==> src/hw/rtl/mm_pkg.sv <==
`timescale 1ns / 1ps
`default_nettype none

package mm_pkg;

    localparam int MAX_DIM_DEF = 8;
    localparam int DIM_W       = 4;
    localparam int POS_W       = 3;
    localparam int ELEM_W      = 32;
    localparam int CFG_IDX_W   = 2;

    localparam logic [CFG_IDX_W-1:0] REG_A_ROWS = 2'd0;
    localparam logic [CFG_IDX_W-1:0] REG_A_COLS = 2'd1;
    localparam logic [CFG_IDX_W-1:0] REG_B_ROWS = 2'd2;
    localparam logic [CFG_IDX_W-1:0] REG_B_COLS = 2'd3;

    typedef struct packed {
        logic                     select_b;
        logic [POS_W-1:0]         row_index;
        logic [POS_W-1:0]         col_index;
        logic signed [ELEM_W-1:0] element;
        logic                     go;
    } mm_in_t;

    typedef struct packed {
        logic [POS_W-1:0]         out_row;
        logic [POS_W-1:0]         out_col;
        logic signed [ELEM_W-1:0] product;
        logic                     saturated;
        logic                     misaligned;
        logic                     last;
    } mm_out_t;

    // one store read issued by the sequencer, tagged for the accumulator
    typedef struct packed {
        logic valid;
        logic first;
        logic last;
    } mm_issue_t;

endpackage

`default_nettype wire

==> src/hw/rtl/mm_store.sv <==
`timescale 1ns / 1ps
`default_nettype none

module mm_store
    import mm_pkg::*;
#(
    parameter int MAX_DIM = MAX_DIM_DEF
) (
    input  wire logic                             aclk,
    input  wire logic                             wr_en,
    input  wire logic                             wr_sel_b,
    input  wire logic [2*$clog2(MAX_DIM)-1:0]     wr_addr,
    input  wire logic [ELEM_W-1:0]                wr_data,
    input  wire logic [2*$clog2(MAX_DIM)-1:0]     rd_addr_a,
    input  wire logic [2*$clog2(MAX_DIM)-1:0]     rd_addr_b,
    output logic signed [ELEM_W-1:0]              rd_data_a,
    output logic signed [ELEM_W-1:0]              rd_data_b
);

    localparam int IW    = $clog2(MAX_DIM);
    localparam int AW    = 2 * IW;
    localparam int DEPTH = 1 << AW;

    logic [ELEM_W-1:0] mem_a [DEPTH];
    logic [ELEM_W-1:0] mem_b [DEPTH];
    logic [ELEM_W-1:0] rd_a_reg;
    logic [ELEM_W-1:0] rd_b_reg;

    always_ff @(posedge aclk) begin
        if (wr_en && !wr_sel_b) begin
            mem_a[wr_addr] <= wr_data;
        end
        rd_a_reg <= mem_a[rd_addr_a];
    end

    always_ff @(posedge aclk) begin
        if (wr_en && wr_sel_b) begin
            mem_b[wr_addr] <= wr_data;
        end
        rd_b_reg <= mem_b[rd_addr_b];
    end

    assign rd_data_a = $signed(rd_a_reg);
    assign rd_data_b = $signed(rd_b_reg);

endmodule

`default_nettype wire

==> config.mk <==
export PLATFORM = sky130hd
export DESIGN_NAME = mm_store
export DESIGN_NICKNAME = d
export VERILOG_FILES = /design/src/hw/rtl/mm_pkg.sv /design/src/hw/rtl/mm_store.sv
export SDC_FILE = /design/constraint.sdc
export NUM_CORES = 2
export LEC_CHECK = 0
export ABC_AREA = 0
export BUFFER_PORTS_ARGS = -buffer_cell sky130_fd_sc_hd__buf_2
export CAP_MARGIN = 20
export CORE_MARGIN = 5
export CORE_UTILIZATION = 60
export DETAILED_ROUTE_END_ITERATION = 16
export PLACE_DENSITY = 0.74
export SLEW_MARGIN = 20
export SYNTH_ARGS = -nofsm -noshare
export SYNTH_HDL_FRONTEND = slang
export SYNTH_SLANG_ARGS = --single-unit
==> constraint.sdc <==
create_clock -name aclk -period 4.3 [get_ports aclk]
set_clock_uncertainty 0.15 [all_clocks]
set_input_delay 0.86 -clock aclk [delete_from_list [all_inputs] [get_ports aclk]]
set_output_delay 0.86 -clock aclk [all_outputs]
set_load 0.01 [all_outputs]
==> reports/qor.yml <==
pwr-share-clk_pct: 41.1
finalHoldViolations: 0
synth-async-reset-ratio_pct: 0
status: "complete, no violations"
fin_crit_sh_pct: 82.5
cts_setup_buffers: 0
gp_congestion: 0.833
setup.worst_path.start: "rd_addr_b[1]"
layout_commonest_cell: "edfxtp_1"
numPortBuffers: 116
fp.dieW_um: 522
dp_hpwl_um: 223000
synth_top_family_by_area: "multiplexers"
firstDrtPassIters: 8
intPower_mw: 66.1
final_cell_mix: "edfxtp_1, mux4_2, clkbuf_16"
cellPowerDensity_nw_per_um2: 468
layout_min_cycle_time_ns: 3.55
postCtsHoldBufs: 0
tightest_slew_ns: 1.26
grt_pass1_wl_um: 577000
via_count: 77600
root_buffer: "clkbuf_16"
core_area_um2: 262000
die_y_um: 522
io_pins: 117
clock_path_buffers: 4
rows: 188
cts_buffers: 394
slew-limit-headroom_pct: 15.4
synthSimpleGateAreaFrac_pct: 1.47
startpoint_type: "input pin"
crit_fanout: 44
grt_usage_pct: 29.9
stdcell_count: 11300
grt_pass1_vias: 78600
met3_length_um: 54700
drive_gt1_share_pct: 29.9
clk_pin_slew_ns: 0.06
drcViolationCount: 0
synth_xor_area_share_pct: 0
wl_met2_um: 192000
vias_per_cell: 6.90
start_util_pct: 60.1
cp-end-kind: "flip-flop"
rsz0062_at_grt: "no"
ctsHtreeMaxLevel: 5
grt_max_degree: 129
cap_viol_max_count: 0
finalSetupViolCount: 0
max_freq_mhz: 282
ant_nets: 0
synth_cell_types: 46
clock-sinks: 4160
avgRoutedWirePerCell_um: 35.9
routed.top_layer: "met5"
synthMuxAreaShare_pct: 16.0
m1WireLength_um: 141000
worstPathArrival_ns: 4.20
maxSlewViolCount: 0
fin_nets: 7462
yosys_warnings: 0
synthToLayoutAreaGrowth_pct: 13.4
synth_compound_area_share_pct: 2.20
total_leakage_power_nw: 56.3
routed_wl_um: 404000
cts_tree: "yes"
p_total_mw: 83.5
p_switching_mw: 17.4
ys_ff_latch: 4160
final.setup.tns_ns: 0
drt_iter0_markers: 11900
antenna_found_initial: 24
die_area_um2: 272000
dp.cells: 10500
power_frac_seq_pct: 53.8
yosys_most_used_dff: "edfxtp_1"
min_from: "wr_data[19]"
worst_skew_pair.late_latency_ns: 0.91
worst-endpoint-required_ns: 4.95
synthCells: 6825
syn_area_per_cell_um2: 23.0
synth_edf_count: 4096
grt_overflow: 0
irDropWorstVdd_uv: 362
hold-worst-slack_ns: 0.177
worstSetupPathType: "in -> reg"
swShare_pct: 20.9
fin_util_pct: 68.2
combPwrFrac_pct: 5.1
reg2reg_from: "mem_b[9][1]"
syn_nets: 6878
hold_class: "in -> reg"
syn_area_um2: 157000
yosysSeqAreaShare_pct: 79.0
synth-adder-area-share_pct: 0
cts_resized: 0
-- flip-flops by register name, indices dropped and copies added (netlist names) --
| register | cells |
|---|---|
| rd_data_a | 32 |
| rd_data_b | 32 |
| mem_b | 2048 |
| mem_a | 2048 |
-- metrics by stage --
stage,setup WS (ns),area [um^2]
2_1_floorplan,0.438,157000
3_3_place_gp,-0.0942,166000
3_5_place_dp,0.117,166000
4_1_cts,1.03,178000
5_1_grt,0.732,178000
6_report,0.751,178000
-- critical path, cell delays in order --
cell	delay [ns]
buf_8	0.46
buf_4	0.46
buf_4	0.24
mux4_2	0.19
o22ai_1	0.08
nor4_1	1.05
nor2_1	0.47
a21oi_1	0.31
-- cell families after synthesis --
family | after synthesis
flip-flops | 4160
buffers and inverters | 381
multiplexers | 1260
AND/OR/NAND/NOR | 500
AO/OA/AOI/OAI | 524
-- layer usage --
metal | up-vias | track usage (%)
met5 | - | 0
met4 | 12 | 10.6
met3 | 886 | 8.25
met2 | 5711 | 46.3
met1 | 40700 | 42.0
li1 | 30300 | -
-- final timing paths --
| path | to | slack, ns | cells after the start |
|---|---|---|---|
| max | rd_data_b[1] | 0.75 | 8 |
| min | mem_b[44][19] | 0.18 | 1 |
| max reg2reg | rd_data_b[1] | 1.43 | 5 |
| min reg2reg | rd_data_a[20] | 0.68 | 5 |
-- synthesized netlist by cell type (25+ instances only) --
| library cell | count | area (um^2) |
|---|---|---|
| nand2_1 | 86 | 323 |
| edfxtp_1 | 4096 | 123000 |
| nand2b_1 | 29 | 181 |
| buf_1 | 25 | 93.8 |
| o21ai_0 | 76 | 380 |
| mux2i_1 | 231 | 2310 |
| buf_4 | 81 | 608 |
| mux2_2 | 31 | 349 |
| a21oi_1 | 90 | 450 |
| dfxtp_1 | 64 | 1280 |
| buf_2 | 144 | 721 |
| a221oi_1 | 57 | 499 |
| nand3_1 | 34 | 170 |
| o22ai_1 | 186 | 1160 |
| mux4_2 | 998 | 22500 |
| nor2_1 | 226 | 848 |
| o221ai_1 | 39 | 342 |
| clkbuf_1 | 105 | 394 |
| nor4_1 | 34 | 213 |
-- cell type report --
type | count | area [um^2]
Tap cell | 3515 | 4400
Multi-Input combinational cell | 2284 | 31900
Fill cell | 15300 | 83200
Antenna cell | 10 | 25.0
Sequential cell | 4160 | 124000
Inverter | 9 | 33.8
Clock inverter | 212 | 2000
Timing Repair Buffer | 560 | 5000
Clock buffer | 502 | 10700
-- power by group through the flow --
| stage | Combinational, mW | Sequential (mW) | Clock [mW] |
|---|---|---|---|
| floorplan | 2.08 | 45.7 | 0 |
| global placement | 4.11 | 45.8 | 0 |
| detailed placement | 4.20 | 45.8 | 0 |
| CTS | 4.23 | 44.9 | 34.6 |
| global route | 4.48 | 44.9 | 36.5 |
| finish | 4.26 | 44.9 | 34.4 |
(Power assumes the default switching activity.)
