===== src/hw/rtl/mm_pkg.sv =====
`timescale 1ns / 1ps
`default_nettype none

package mm_pkg;

    localparam int MAX_DIM_DEF = 8;
    localparam int DIM_W       = 4;
    localparam int POS_W       = 3;
    localparam int ELEM_W      = 32;
    localparam int CFG_IDX_W   = 2;

    localparam logic [CFG_IDX_W-1:0] REG_A_ROWS = 2'd0;
    localparam logic [CFG_IDX_W-1:0] REG_A_COLS = 2'd1;
    localparam logic [CFG_IDX_W-1:0] REG_B_ROWS = 2'd2;
    localparam logic [CFG_IDX_W-1:0] REG_B_COLS = 2'd3;

    typedef struct packed {
        logic                     select_b;
        logic [POS_W-1:0]         row_index;
        logic [POS_W-1:0]         col_index;
        logic signed [ELEM_W-1:0] element;
        logic                     go;
    } mm_in_t;

    typedef struct packed {
        logic [POS_W-1:0]         out_row;
        logic [POS_W-1:0]         out_col;
        logic signed [ELEM_W-1:0] product;
        logic                     saturated;
        logic                     misaligned;
        logic                     last;
    } mm_out_t;

    // one store read issued by the sequencer, tagged for the accumulator
    typedef struct packed {
        logic valid;
        logic first;
        logic last;
    } mm_issue_t;

endpackage

`default_nettype wire


===== src/hw/rtl/mm_mac.sv =====
`timescale 1ns / 1ps
`default_nettype none

module mm_mac
    import mm_pkg::*;
#(
    parameter int MAX_DIM = MAX_DIM_DEF
) (
    input  wire logic                     aclk,
    input  wire logic                     aresetn,
    input  wire mm_issue_t                issue,
    input  wire logic signed [ELEM_W-1:0] a_data,
    input  wire logic signed [ELEM_W-1:0] b_data,
    output logic                          done,
    output logic signed [ELEM_W-1:0]      product,
    output logic                          saturated
);

    localparam int PROD_W = 2 * ELEM_W;
    localparam int ACC_W  = PROD_W + $clog2(MAX_DIM);
    localparam int SH_W   = ACC_W - 16;

    mm_issue_t                  tag0_reg;
    mm_issue_t                  tag1_reg;
    logic signed [PROD_W-1:0]   prod_reg;
    logic signed [ACC_W-1:0]    acc_reg;
    logic signed [ACC_W-1:0]    acc_next;
    logic                       done_reg;
    logic signed [SH_W-1:0]     shifted;
    logic [SH_W-32:0]           top_bits;

    always_ff @(posedge aclk) begin
        if (!aresetn) begin
            tag0_reg <= '0;
            tag1_reg <= '0;
            done_reg <= 1'b0;
        end else begin
            tag0_reg <= issue;
            tag1_reg <= tag0_reg;
            done_reg <= tag1_reg.valid && tag1_reg.last;
        end
    end

    // read data lines up with tag0, product with tag1
    always_ff @(posedge aclk) begin
        prod_reg <= a_data * b_data;
        if (tag1_reg.valid) begin
            acc_reg <= acc_next;
        end
    end

    always_comb begin
        if (tag1_reg.first) begin
            acc_next = ACC_W'(prod_reg);
        end else begin
            acc_next = acc_reg + ACC_W'(prod_reg);
        end
    end

    // floor shift, then clip when the bits above the result are not all sign
    assign shifted  = SH_W'(acc_reg >>> 16);
    assign top_bits = shifted[SH_W-1:31];

    always_comb begin
        if ((&top_bits) || !(|top_bits)) begin
            product   = shifted[ELEM_W-1:0];
            saturated = 1'b0;
        end else if (shifted[SH_W-1]) begin
            product   = 32'sh8000_0000;
            saturated = 1'b1;
        end else begin
            product   = 32'sh7FFF_FFFF;
            saturated = 1'b1;
        end
    end

    assign done = done_reg;

endmodule

`default_nettype wire


===== config.mk =====
export PLATFORM = sky130hd
export DESIGN_NAME = mm_mac
export DESIGN_NICKNAME = d
export VERILOG_FILES = /design/src/hw/rtl/mm_pkg.sv /design/src/hw/rtl/mm_mac.sv
export SDC_FILE = /design/constraint.sdc
export NUM_CORES = 2
export LEC_CHECK = 0
export ABC_AREA = 1
export BUFFER_PORTS_ARGS = -buffer_cell sky130_fd_sc_hd__buf_4
export CAP_MARGIN = 10
export CORE_UTILIZATION = 60
export CTS_CLUSTER_SIZE = 14
export DETAILED_ROUTE_END_ITERATION = 12
export MAX_ROUTING_LAYER = met4
export PLACE_DENSITY = 0.76
export REMOVE_ABC_BUFFERS = 1
export SLEW_MARGIN = 40
export SYNTH_ARGS = -nofsm -noshare
export SYNTH_HDL_FRONTEND = slang
export SYNTH_SLANG_ARGS = --single-unit

===== constraint.sdc =====
create_clock -name aclk -period 13.9 [get_ports aclk]
set_input_delay 0.695 -clock aclk [delete_from_list [all_inputs] [get_ports aclk]]
set_output_delay 0.695 -clock aclk [all_outputs]
set_load 0.03 [all_outputs]

==> reports/results.ini <==
[yosys]
ys_ff_latch=138
synth_flop_cell=dfxtp_1
async_flop_share=0
synthesis.area_mm2=0.0482
yosysUniqueCellTypes=51
synth.top_cell.area_share=0.450
synth.area.top_cells=fa_1 (45%), inv_1 (14%), nand2_1 (14%)
seq_area_frac_synth=0.0712
yosysMostFrequentCell=inv_1
synth_warnings=0
yosys.area.top_type=fa_1
synth_edf_count=67
synthCells=6325
ys_top_cells_by_count=inv_1 (1,840), nand2_1 (1,751), fa_1 (1,083), nor2_1 (298), ha_1 (250)
syn_avg_cell_area_um2=7.62

[outcome]
status=finished clean

[worst_setup_path]
critPathMaxStageDelay_ps=960
cp_max_fo=32
critPathMostFrequentCell=fa_1
crit_arrival_ps=8370
crit-reg2reg-launch=prod_reg[0]$_DFF_P_
critPathCaptureType=register
reg2reg_to=acc_reg[58]$_DFFE_PP_
path_class=input pin to register
r2r_slack_ps=10650
cp_data_required_time_ps=14260
start_kind=input pin
r2r_cells=17
crit_slowest_cell=fa_1
crit_start=b_data[2]
crit_path_end=prod_reg[63]$_DFF_P_

[grt]
busiest_layer=met2
grt_use_met1=0.490
met3_usage=0.0596
track_usage=0.372
antenna_found_initial=1
grt_pass1_wl_mm=227
use_met2=0.594
grt_pass1_vias=42100
grt_overflow_total=0
grt_max_degree=69

[placed_design]
gp_congestion=1.08
place.detailed.hpwl_mm=118
port_buffers=102

[cts]
htree_levels=4
cts_made_buffers=17
cts_resized=0
clock_latency_ps=450
cts_root_buffer=clkbuf_16
clkSinkCount=138
postCtsSetupRepairBufs=0
path_clk_slew_ps=80
cts_tree=done
ctsLongestPathBuffers=2
holdBufCountCts=0

[layout]
nFillCells=7141
layout-drive-gt1-share=0.0389
fin_util=0.632
largest_reg_flops=67
finalNetCount=7641
n_antenna_cell=0
multi_input_area_mm2=0.0370
regArea_mm2=0.00344
syn2layout_area_growth_pct=4.00

[sta]
clock_skew_ps=15.5
timing.final.crit_share=0.576
period_minus_slack_ps=8010
finalSetupTns_ps=0
rsz0062_at_grt=no
fmax_mhz=125
setup_viol=0
drv_slew=0
maxSlewHeadroom=0.479
worstMarginPinSlew_ps=782
finalHoldViolCount=0

[floorplan]
num_io_pins=103
die_y_um=285
num_rows=103
dieWidth_um=285
die_area_mm2=0.0815
coreArea_mm2=0.0793
initial_core_util=0.608

[routing]
via_per_inst=5.38
first_pass_iters=6
totalWireLength_mm=141
drc=0
first_iter_violations=3249
antenna_left=0
drt-wirelength-per-cell_um=19.3
vias=39300

[run]
cap_violations=0

[hold_path]
hp-class=register to register

==> stage by stage <==
step / hold slack (ps) / instance area (µm²) / setup WS, ps / cells
CTS: 417 / 50100 / 5990 / 7302
global route: 440 / 50100 / 5440 / 7302
floorplan: 390 / 47400 / 6670 / 6112
global placement: 399 / 49500 / 5590 / 7270
detailed placement: 402 / 49500 / 5530 / 7270
finish: 414 / 50100 / 5890 / 7302
==> layout make-up <==
| cell class | instances | share of cell area |
|---|---|---|
| clock buffers | 18 | 0.00899 |
| clock inverters | 14 | 0.00282 |
| inverters | 1854 | 0.139 |
| multi-input cells | 4120 | 0.738 |
| flip-flops and latches | 138 | 0.0685 |
| well taps | 1050 | 0.0262 |
| repair buffers | 108 | 0.0162 |
==> critical path: cells and delay by family <==
kind	cells	cell delay (ps)
adder cells (fa/ha/maj)	9	4910
AO/OA/AOI/OAI	2	560
AND/OR/NAND/NOR	8	1020
buffers and inverters	8	1120
==> per-layer routing <==
metal,routed length (µm),share of wire
met3,12000,0.086
met2,66300,0.47
met4,4780,0.034
met1,57500,0.41
met5,0,0
==> worst min path at each step <==
stage	from	to	depth (start not counted)
4_1_cts	tag0_reg[2]$_SDFF_PN0_	tag1_reg[2]$_SDFF_PN0_	2
3_5_place_dp	tag0_reg[0]$_SDFF_PN0_	tag1_reg[0]$_SDFF_PN0_	2
3_3_place_gp	tag0_reg[0]$_SDFF_PN0_	tag1_reg[0]$_SDFF_PN0_	2
2_1_floorplan	tag0_reg[0]$_SDFF_PN0_	tag1_reg[0]$_SDFF_PN0_	2
5_1_grt	tag0_reg[1]$_SDFF_PN0_	tag1_reg[1]$_SDFF_PN0_	2
6_report	tag0_reg[2]$_SDFF_PN0_	tag1_reg[2]$_SDFF_PN0_	2
==> cell usage in the layout, fill, tap and decap left out, drive strengths merged, types with 19 or more instances in the layout <==
cell type,synthesis,final
a21oi,161,161
buf,8,108
dfxtp,71,71
edfxtp,67,67
fa,1083,1083
ha,250,250
inv,1852,1862
nand2,1775,1775
nand3,133,133
nand3b,22,22
nand4,32,32
nor2,317,317
nor4,19,19
o21ai,132,132
o21bai,30,30
or2,20,20
xnor2,27,27
xor2,45,45
==> cell families after synthesis <==
| logic type | count (synthesis) | synth area share |
|---|---|---|
| buffers and inverters | 2067 | 0.161 |
| AO/OA/AOI/OAI | 373 | 0.0439 |
| adder cells (fa/ha/maj) | 1333 | 0.515 |
| XOR/XNOR | 72 | 0.0131 |
| flip-flops | 138 | 0.0712 |
| AND/OR/NAND/NOR | 2342 | 0.196 |
Power is not shown: default switching activity piles up to over one toggle a cycle in this logic, so the estimate is an artifact.
