[config.mk]
export PLATFORM = sky130hd
export DESIGN_NAME = mm_ctrl
export DESIGN_NICKNAME = d
export VERILOG_FILES = /design/src/hw/rtl/mm_pkg.sv /design/src/hw/rtl/mm_ctrl.sv
export SDC_FILE = /design/constraint.sdc
export NUM_CORES = 1
export LEC_CHECK = 0
export ABC_AREA = 1
export BUFFER_PORTS_ARGS = -buffer_cell sky130_fd_sc_hd__buf_2
export CORE_MARGIN = 1
export CORE_UTILIZATION = 50
export CTS_CLUSTER_DIAMETER = 80
export DETAILED_ROUTE_END_ITERATION = 10
export PLACE_DENSITY = 0.8
export SKIP_CTS_REPAIR_TIMING = 1
export SYNTH_ARGS = -nofsm -noshare
export SYNTH_HDL_FRONTEND = slang
export SYNTH_SLANG_ARGS = --single-unit
[constraint.sdc]
create_clock -name aclk -period 1.6 [get_ports aclk]
set_input_delay 0.24 -clock aclk [delete_from_list [all_inputs] [get_ports aclk]]
set_output_delay 0.24 -clock aclk [all_outputs]
set_load 0.1 [all_outputs]
[src/hw/rtl/mm_pkg.sv]
`timescale 1ns / 1ps
`default_nettype none

package mm_pkg;

    localparam int MAX_DIM_DEF = 8;
    localparam int DIM_W       = 4;
    localparam int POS_W       = 3;
    localparam int ELEM_W      = 32;
    localparam int CFG_IDX_W   = 2;

    localparam logic [CFG_IDX_W-1:0] REG_A_ROWS = 2'd0;
    localparam logic [CFG_IDX_W-1:0] REG_A_COLS = 2'd1;
    localparam logic [CFG_IDX_W-1:0] REG_B_ROWS = 2'd2;
    localparam logic [CFG_IDX_W-1:0] REG_B_COLS = 2'd3;

    typedef struct packed {
        logic                     select_b;
        logic [POS_W-1:0]         row_index;
        logic [POS_W-1:0]         col_index;
        logic signed [ELEM_W-1:0] element;
        logic                     go;
    } mm_in_t;

    typedef struct packed {
        logic [POS_W-1:0]         out_row;
        logic [POS_W-1:0]         out_col;
        logic signed [ELEM_W-1:0] product;
        logic                     saturated;
        logic                     misaligned;
        logic                     last;
    } mm_out_t;

    // one store read issued by the sequencer, tagged for the accumulator
    typedef struct packed {
        logic valid;
        logic first;
        logic last;
    } mm_issue_t;

endpackage

`default_nettype wire

[src/hw/rtl/mm_ctrl.sv]
`timescale 1ns / 1ps
`default_nettype none

module mm_ctrl
    import mm_pkg::*;
#(
    parameter int MAX_DIM = MAX_DIM_DEF
) (
    input  wire logic                          aclk,
    input  wire logic                          aresetn,
    input  wire logic                          go_accept,
    input  wire logic [DIM_W-1:0]              m_dim,
    input  wire logic [DIM_W-1:0]              n_dim,
    input  wire logic [DIM_W-1:0]              l_dim,
    input  wire logic [DIM_W-1:0]              p_dim,
    input  wire logic                          out_free,
    input  wire logic                          mac_done,
    output logic                               idle,
    output mm_issue_t                          issue,
    output logic [2*$clog2(MAX_DIM)-1:0]       rd_addr_a,
    output logic [2*$clog2(MAX_DIM)-1:0]       rd_addr_b,
    output logic                               err_load,
    output logic [$clog2(MAX_DIM)-1:0]         row_idx,
    output logic [$clog2(MAX_DIM)-1:0]         col_idx,
    output logic                               elem_last
);

    localparam int IW = $clog2(MAX_DIM);

    localparam logic [1:0] ST_IDLE  = 2'd0;
    localparam logic [1:0] ST_START = 2'd1;
    localparam logic [1:0] ST_ISSUE = 2'd2;
    localparam logic [1:0] ST_DRAIN = 2'd3;

    logic [1:0]    state_reg, state_next;
    logic [IW-1:0] i_reg, i_next;
    logic [IW-1:0] j_reg, j_next;
    logic [IW-1:0] k_reg, k_next;
    logic          k_last, i_last, j_last;

    assign k_last = ({{(DIM_W-IW){1'b0}}, k_reg} == n_dim - DIM_W'(1));
    assign i_last = ({{(DIM_W-IW){1'b0}}, i_reg} == m_dim - DIM_W'(1));
    assign j_last = ({{(DIM_W-IW){1'b0}}, j_reg} == p_dim - DIM_W'(1));

    always_comb begin
        state_next  = state_reg;
        i_next      = i_reg;
        j_next      = j_reg;
        k_next      = k_reg;
        issue       = '0;
        err_load    = 1'b0;
        unique case (state_reg)
            ST_IDLE: begin
                if (go_accept) begin
                    i_next     = '0;
                    j_next     = '0;
                    state_next = ST_START;
                end
            end
            ST_START: begin
                // one element in flight at a time, so the output slot is ours
                if (out_free) begin
                    if (n_dim != l_dim) begin
                        err_load   = 1'b1;
                        state_next = ST_IDLE;
                    end else begin
                        k_next     = '0;
                        state_next = ST_ISSUE;
                    end
                end
            end
            ST_ISSUE: begin
                issue.valid = 1'b1;
                issue.first = (k_reg == '0);
                issue.last  = k_last;
                if (k_last) begin
                    state_next = ST_DRAIN;
                end else begin
                    k_next = k_reg + IW'(1);
                end
            end
            ST_DRAIN: begin
                if (mac_done) begin
                    if (i_last && j_last) begin
                        state_next = ST_IDLE;
                    end else if (j_last) begin
                        j_next     = '0;
                        i_next     = i_reg + IW'(1);
                        state_next = ST_START;
                    end else begin
                        j_next     = j_reg + IW'(1);
                        state_next = ST_START;
                    end
                end
            end
            default: begin
                state_next = ST_IDLE;
            end
        endcase
    end

    always_ff @(posedge aclk) begin
        if (!aresetn) begin
            state_reg <= ST_IDLE;
            i_reg     <= '0;
            j_reg     <= '0;
            k_reg     <= '0;
        end else begin
            state_reg <= state_next;
            i_reg     <= i_next;
            j_reg     <= j_next;
            k_reg     <= k_next;
        end
    end

    assign idle      = (state_reg == ST_IDLE);
    assign rd_addr_a = {i_reg, k_reg};
    assign rd_addr_b = {k_reg, j_reg};
    assign row_idx   = i_reg;
    assign col_idx   = j_reg;
    assign elem_last = i_last && j_last;

endmodule

`default_nettype wire

==> metrics.log <==
[metrics] status: finished with violations
[metrics] violations in the final reports: setup timing
[metrics] Syn-to-layout area delta: 42.94%
[metrics] via count of the first global-routing pass: 1,042
[metrics] post-synthesis instance total: ~200
[metrics] sequential area share after synthesis: 17.50%
[metrics] Synth area leaders: sky130_fd_sc_hd__dfxtp_1 17%, sky130_fd_sc_hd__nand2_1 17%, sky130_fd_sc_hd__ha_1 11%
[metrics] fraction of synthesized cell area taken by the top area cell type: 17.50%
[metrics] beginning of the worst hold path: aresetn
[metrics] via-per-instance ratio: 4.765
[metrics] DR iter-0 viols: 11
[metrics] top routing layer in use: met4
[metrics] initial antenna violation count: 0
[metrics] clock slew at reported path FFs: 0.07 ns
[metrics] Final Worst Setup Slack: -0.09462 ns
[metrics] CTS buffer count: 3
[metrics] Req. time, crit path: 1.36 ns
[metrics] Total Routed Length: approximately 2700 um
[metrics] global placement routability congestion: 0.7767
[metrics] half-perimeter wire length after detailed placement: 2086 um
[metrics] worst clock skew: 0.001036 ns
[metrics] Remaining DRCs: 0
[metrics] Initial Util: 54.79%
[metrics] number of warnings printed during yosys synthesis: 0
[metrics] total placed instance area: 1670 um^2
[metrics] remaining global-route overflow: 0
[metrics] Hold Path Class: input pin to flop
[metrics] Reg2Reg Setup Slack: 0.09 ns
[metrics] Achievable Freq: a little under 600 MHz
[metrics] slew of the pin with the lowest slew margin: 0.4871 ns
[metrics] number of iterations in the first detailed-routing pass: 4
[metrics] wire length of the first global-routing pass: 3939 um
[metrics] final worst path period share: 105.9%
[metrics] finished layout cell area: between 1500 and 2000 um^2
[metrics] number of cells on the worst hold path: 3
[metrics] number of buffers on the longest clock path: 2
[metrics] pin count of the biggest net entering global routing: 8
[metrics] most common cell after layout, fill and taps aside: sky130_fd_sc_hd__nand2_1
[metrics] number of inserted diodes: 0
[metrics] # Max-Cap Violations: 0
[metrics] routed length per instance: 9.491 um
[metrics] maximum resistive drop on vdd: 0.5791 mV
[metrics] capturing element type of the critical path: output pin
[metrics] TritonCTS Sinks: 11
[metrics] Pwr per Cell Area: 691.6 nW/um^2
[metrics] share of post-route cells with drive strength above 1: 47.04%
[metrics] number of buffers inserted by port buffering: 44
[metrics] syn avg cell area: 6.325 um^2
[metrics] CTS tree: done
[metrics] startpoint of the lowest-slack register-to-register path: k_reg[0]$_SDFFE_PN0P_
[metrics] height of the chip: roughly 52 um
[metrics] total of flip-flops plus latches after synthesis: 11
[metrics] final hold violation count: 0
[metrics] count of boundary I/O pins: 45
[metrics] die width: ~52 um
[metrics] worst-case setup slack after placement: -0.1940 ns
[metrics] most frequent cells in the layout: 54 x sky130_fd_sc_hd__nand2_1, 39 x sky130_fd_sc_hd__buf_2, 23 x sky130_fd_sc_hd__inv_1
[metrics] area of the core: 2297 um^2
[metrics] Met2 Routed Length: around 1300 um
[metrics] die area: 2722 um^2
[metrics] hold endpoint: row_idx[2]$_SDFFE_PN0P_
[metrics] Clock Root Buffer: sky130_fd_sc_hd__clkbuf_4
[metrics] Final Setup Violations: 2
[metrics] metal3 WL: 90 um
[metrics] Rows: 17
[metrics] relative max-transition margin: 67.75%
[metrics] H-Tree Level Count: 1
[metrics] Met1 Wirelength: 1239 um
[metrics] startpoint kind of the worst setup timing path: input pin
[metrics] post-layout minimum cycle time: 1.695 ns
[metrics] fin nets: about 290
[metrics] combined area of all synthesized cells: 1259 um^2
[metrics] unrepaired setup endpoints after global routing: yes
[metrics] Antenna Violating Nets Remaining: 0
[metrics] leading area contributor after synthesis: sky130_fd_sc_hd__dfxtp_1
[metrics] number of pins with negative max-slew slack in the final report: 0
[metrics] maximum fanout along the worst path: 2
[metrics] critical register-to-register path endpoint: state_reg[0]$_SDFFE_PN0P_
[metrics] Clock Latency Late Sink: about 0.26 ns
[metrics] data arrival time at the worst-slack endpoint: 1.45 ns
[metrics] kind of critical path: input pin to output pin
[metrics] overall fraction of global-route tracks in use: 18.81%
[metrics] count of cells along the worst register-to-register path: 12
[metrics] Pleak: 0.9286 nW
[metrics] net count after synthesis: approximately 230
[metrics] vias after detailed routing: approximately 1,300
[metrics] synth unique cells: 25
## worst max-delay path, cell delays in order
cell and delay [ns]:
sky130_fd_sc_hd__buf_2 0.09, sky130_fd_sc_hd__inv_1 0.04, sky130_fd_sc_hd__ha_1 0.27, sky130_fd_sc_hd__xor2_1 0.16, sky130_fd_sc_hd__nand3_1 0.13, sky130_fd_sc_hd__nor2_4 0.18, sky130_fd_sc_hd__nand2_2 0.09, sky130_fd_sc_hd__clkinvlp_4 0.08
sky130_fd_sc_hd__buf_12 0.16
## worst max path at each step
| stage | from | end | slack [ns] |
|---|---|---|---|
| after global routing | p_dim[0] | elem_last | -0.20 |
| final | m_dim[1] | elem_last | -0.09 |
| after global placement | n_dim[0] | issue[0] | -0.13 |
| after floorplan | col_idx[1]$_SDFFE_PN0P_ | elem_last | -0.10 |
| after detailed placement | p_dim[0] | elem_last | -0.19 |
| after CTS | p_dim[0] | elem_last | -0.19 |
## cells by family after synthesis
group	Yosys count	share of synthesized area (%)
simple gates	111	43.94
buf+inv	46	16.40
compound gates	13	6.361
fa+ha+maj	11	10.93
flops	11	17.49
xor+xnor	7	4.871
## Yosys cell counts (all sizes together)
| cell type | n |
|---|---|
| a21oi | 7 |
| and2 | 1 |
| buf | 9 |
| dfxtp | 11 |
| ha | 11 |
| inv | 37 |
| nand2 | 62 |
| nand3 | 14 |
| nand3b | 4 |
| nand4 | 4 |
| nor2 | 25 |
| o21ai | 5 |
| o22ai | 1 |
| or2 | 1 |
| xnor2 | 5 |
| xor2 | 2 |
## metrics by stage
step	power (mW)	util (%)	cells	TNS, ns	hold slack [ns]
after global routing	1.320	78.32	281	-0.4460	0.2639
final	1.244	78.32	281	-0.1816	0.2533
after global placement	1.014	72.71	270	-0.6915	0.4934
after detailed placement	1.024	72.71	270	-1.296	0.4945
after floorplan	0.9182	-	199	-0.2920	0.3508
after CTS	1.209	73.86	274	-0.3888	0.2479
## per-layer routing
| metal | GRT usage [%] | up-vias |
|---|---|---|
| met5 | 0 | - |
| met4 | 3.509 | 0 |
| met3 | 4.638 | 2 |
| met2 | 34.40 | 28 |
| met1 | 22.11 | 593 |
| li1 | - | 716 |
## power by group
group | leakage (nW) | internal, mW | switching, mW
clock | 0.0150 | 0.0965 | 0.0881
sequential | 0.0972 | 0.295 | 0.0284
combinational | 0.816 | 0.208 | 0.529
## layout make-up
cell class / instances / area (um^2)
Sequential cell: 11 / 256.5
Inverter: 37 / 148.9
Clock buffer: 4 / 26.28
Timing Repair Buffer: 59 / 407.9
Tap cell: 28 / 35.03
Fill cell: 177 / 498.0
Multi-Input combinational cell: 142 / 924.6
(Power assumes the default switching activity.)
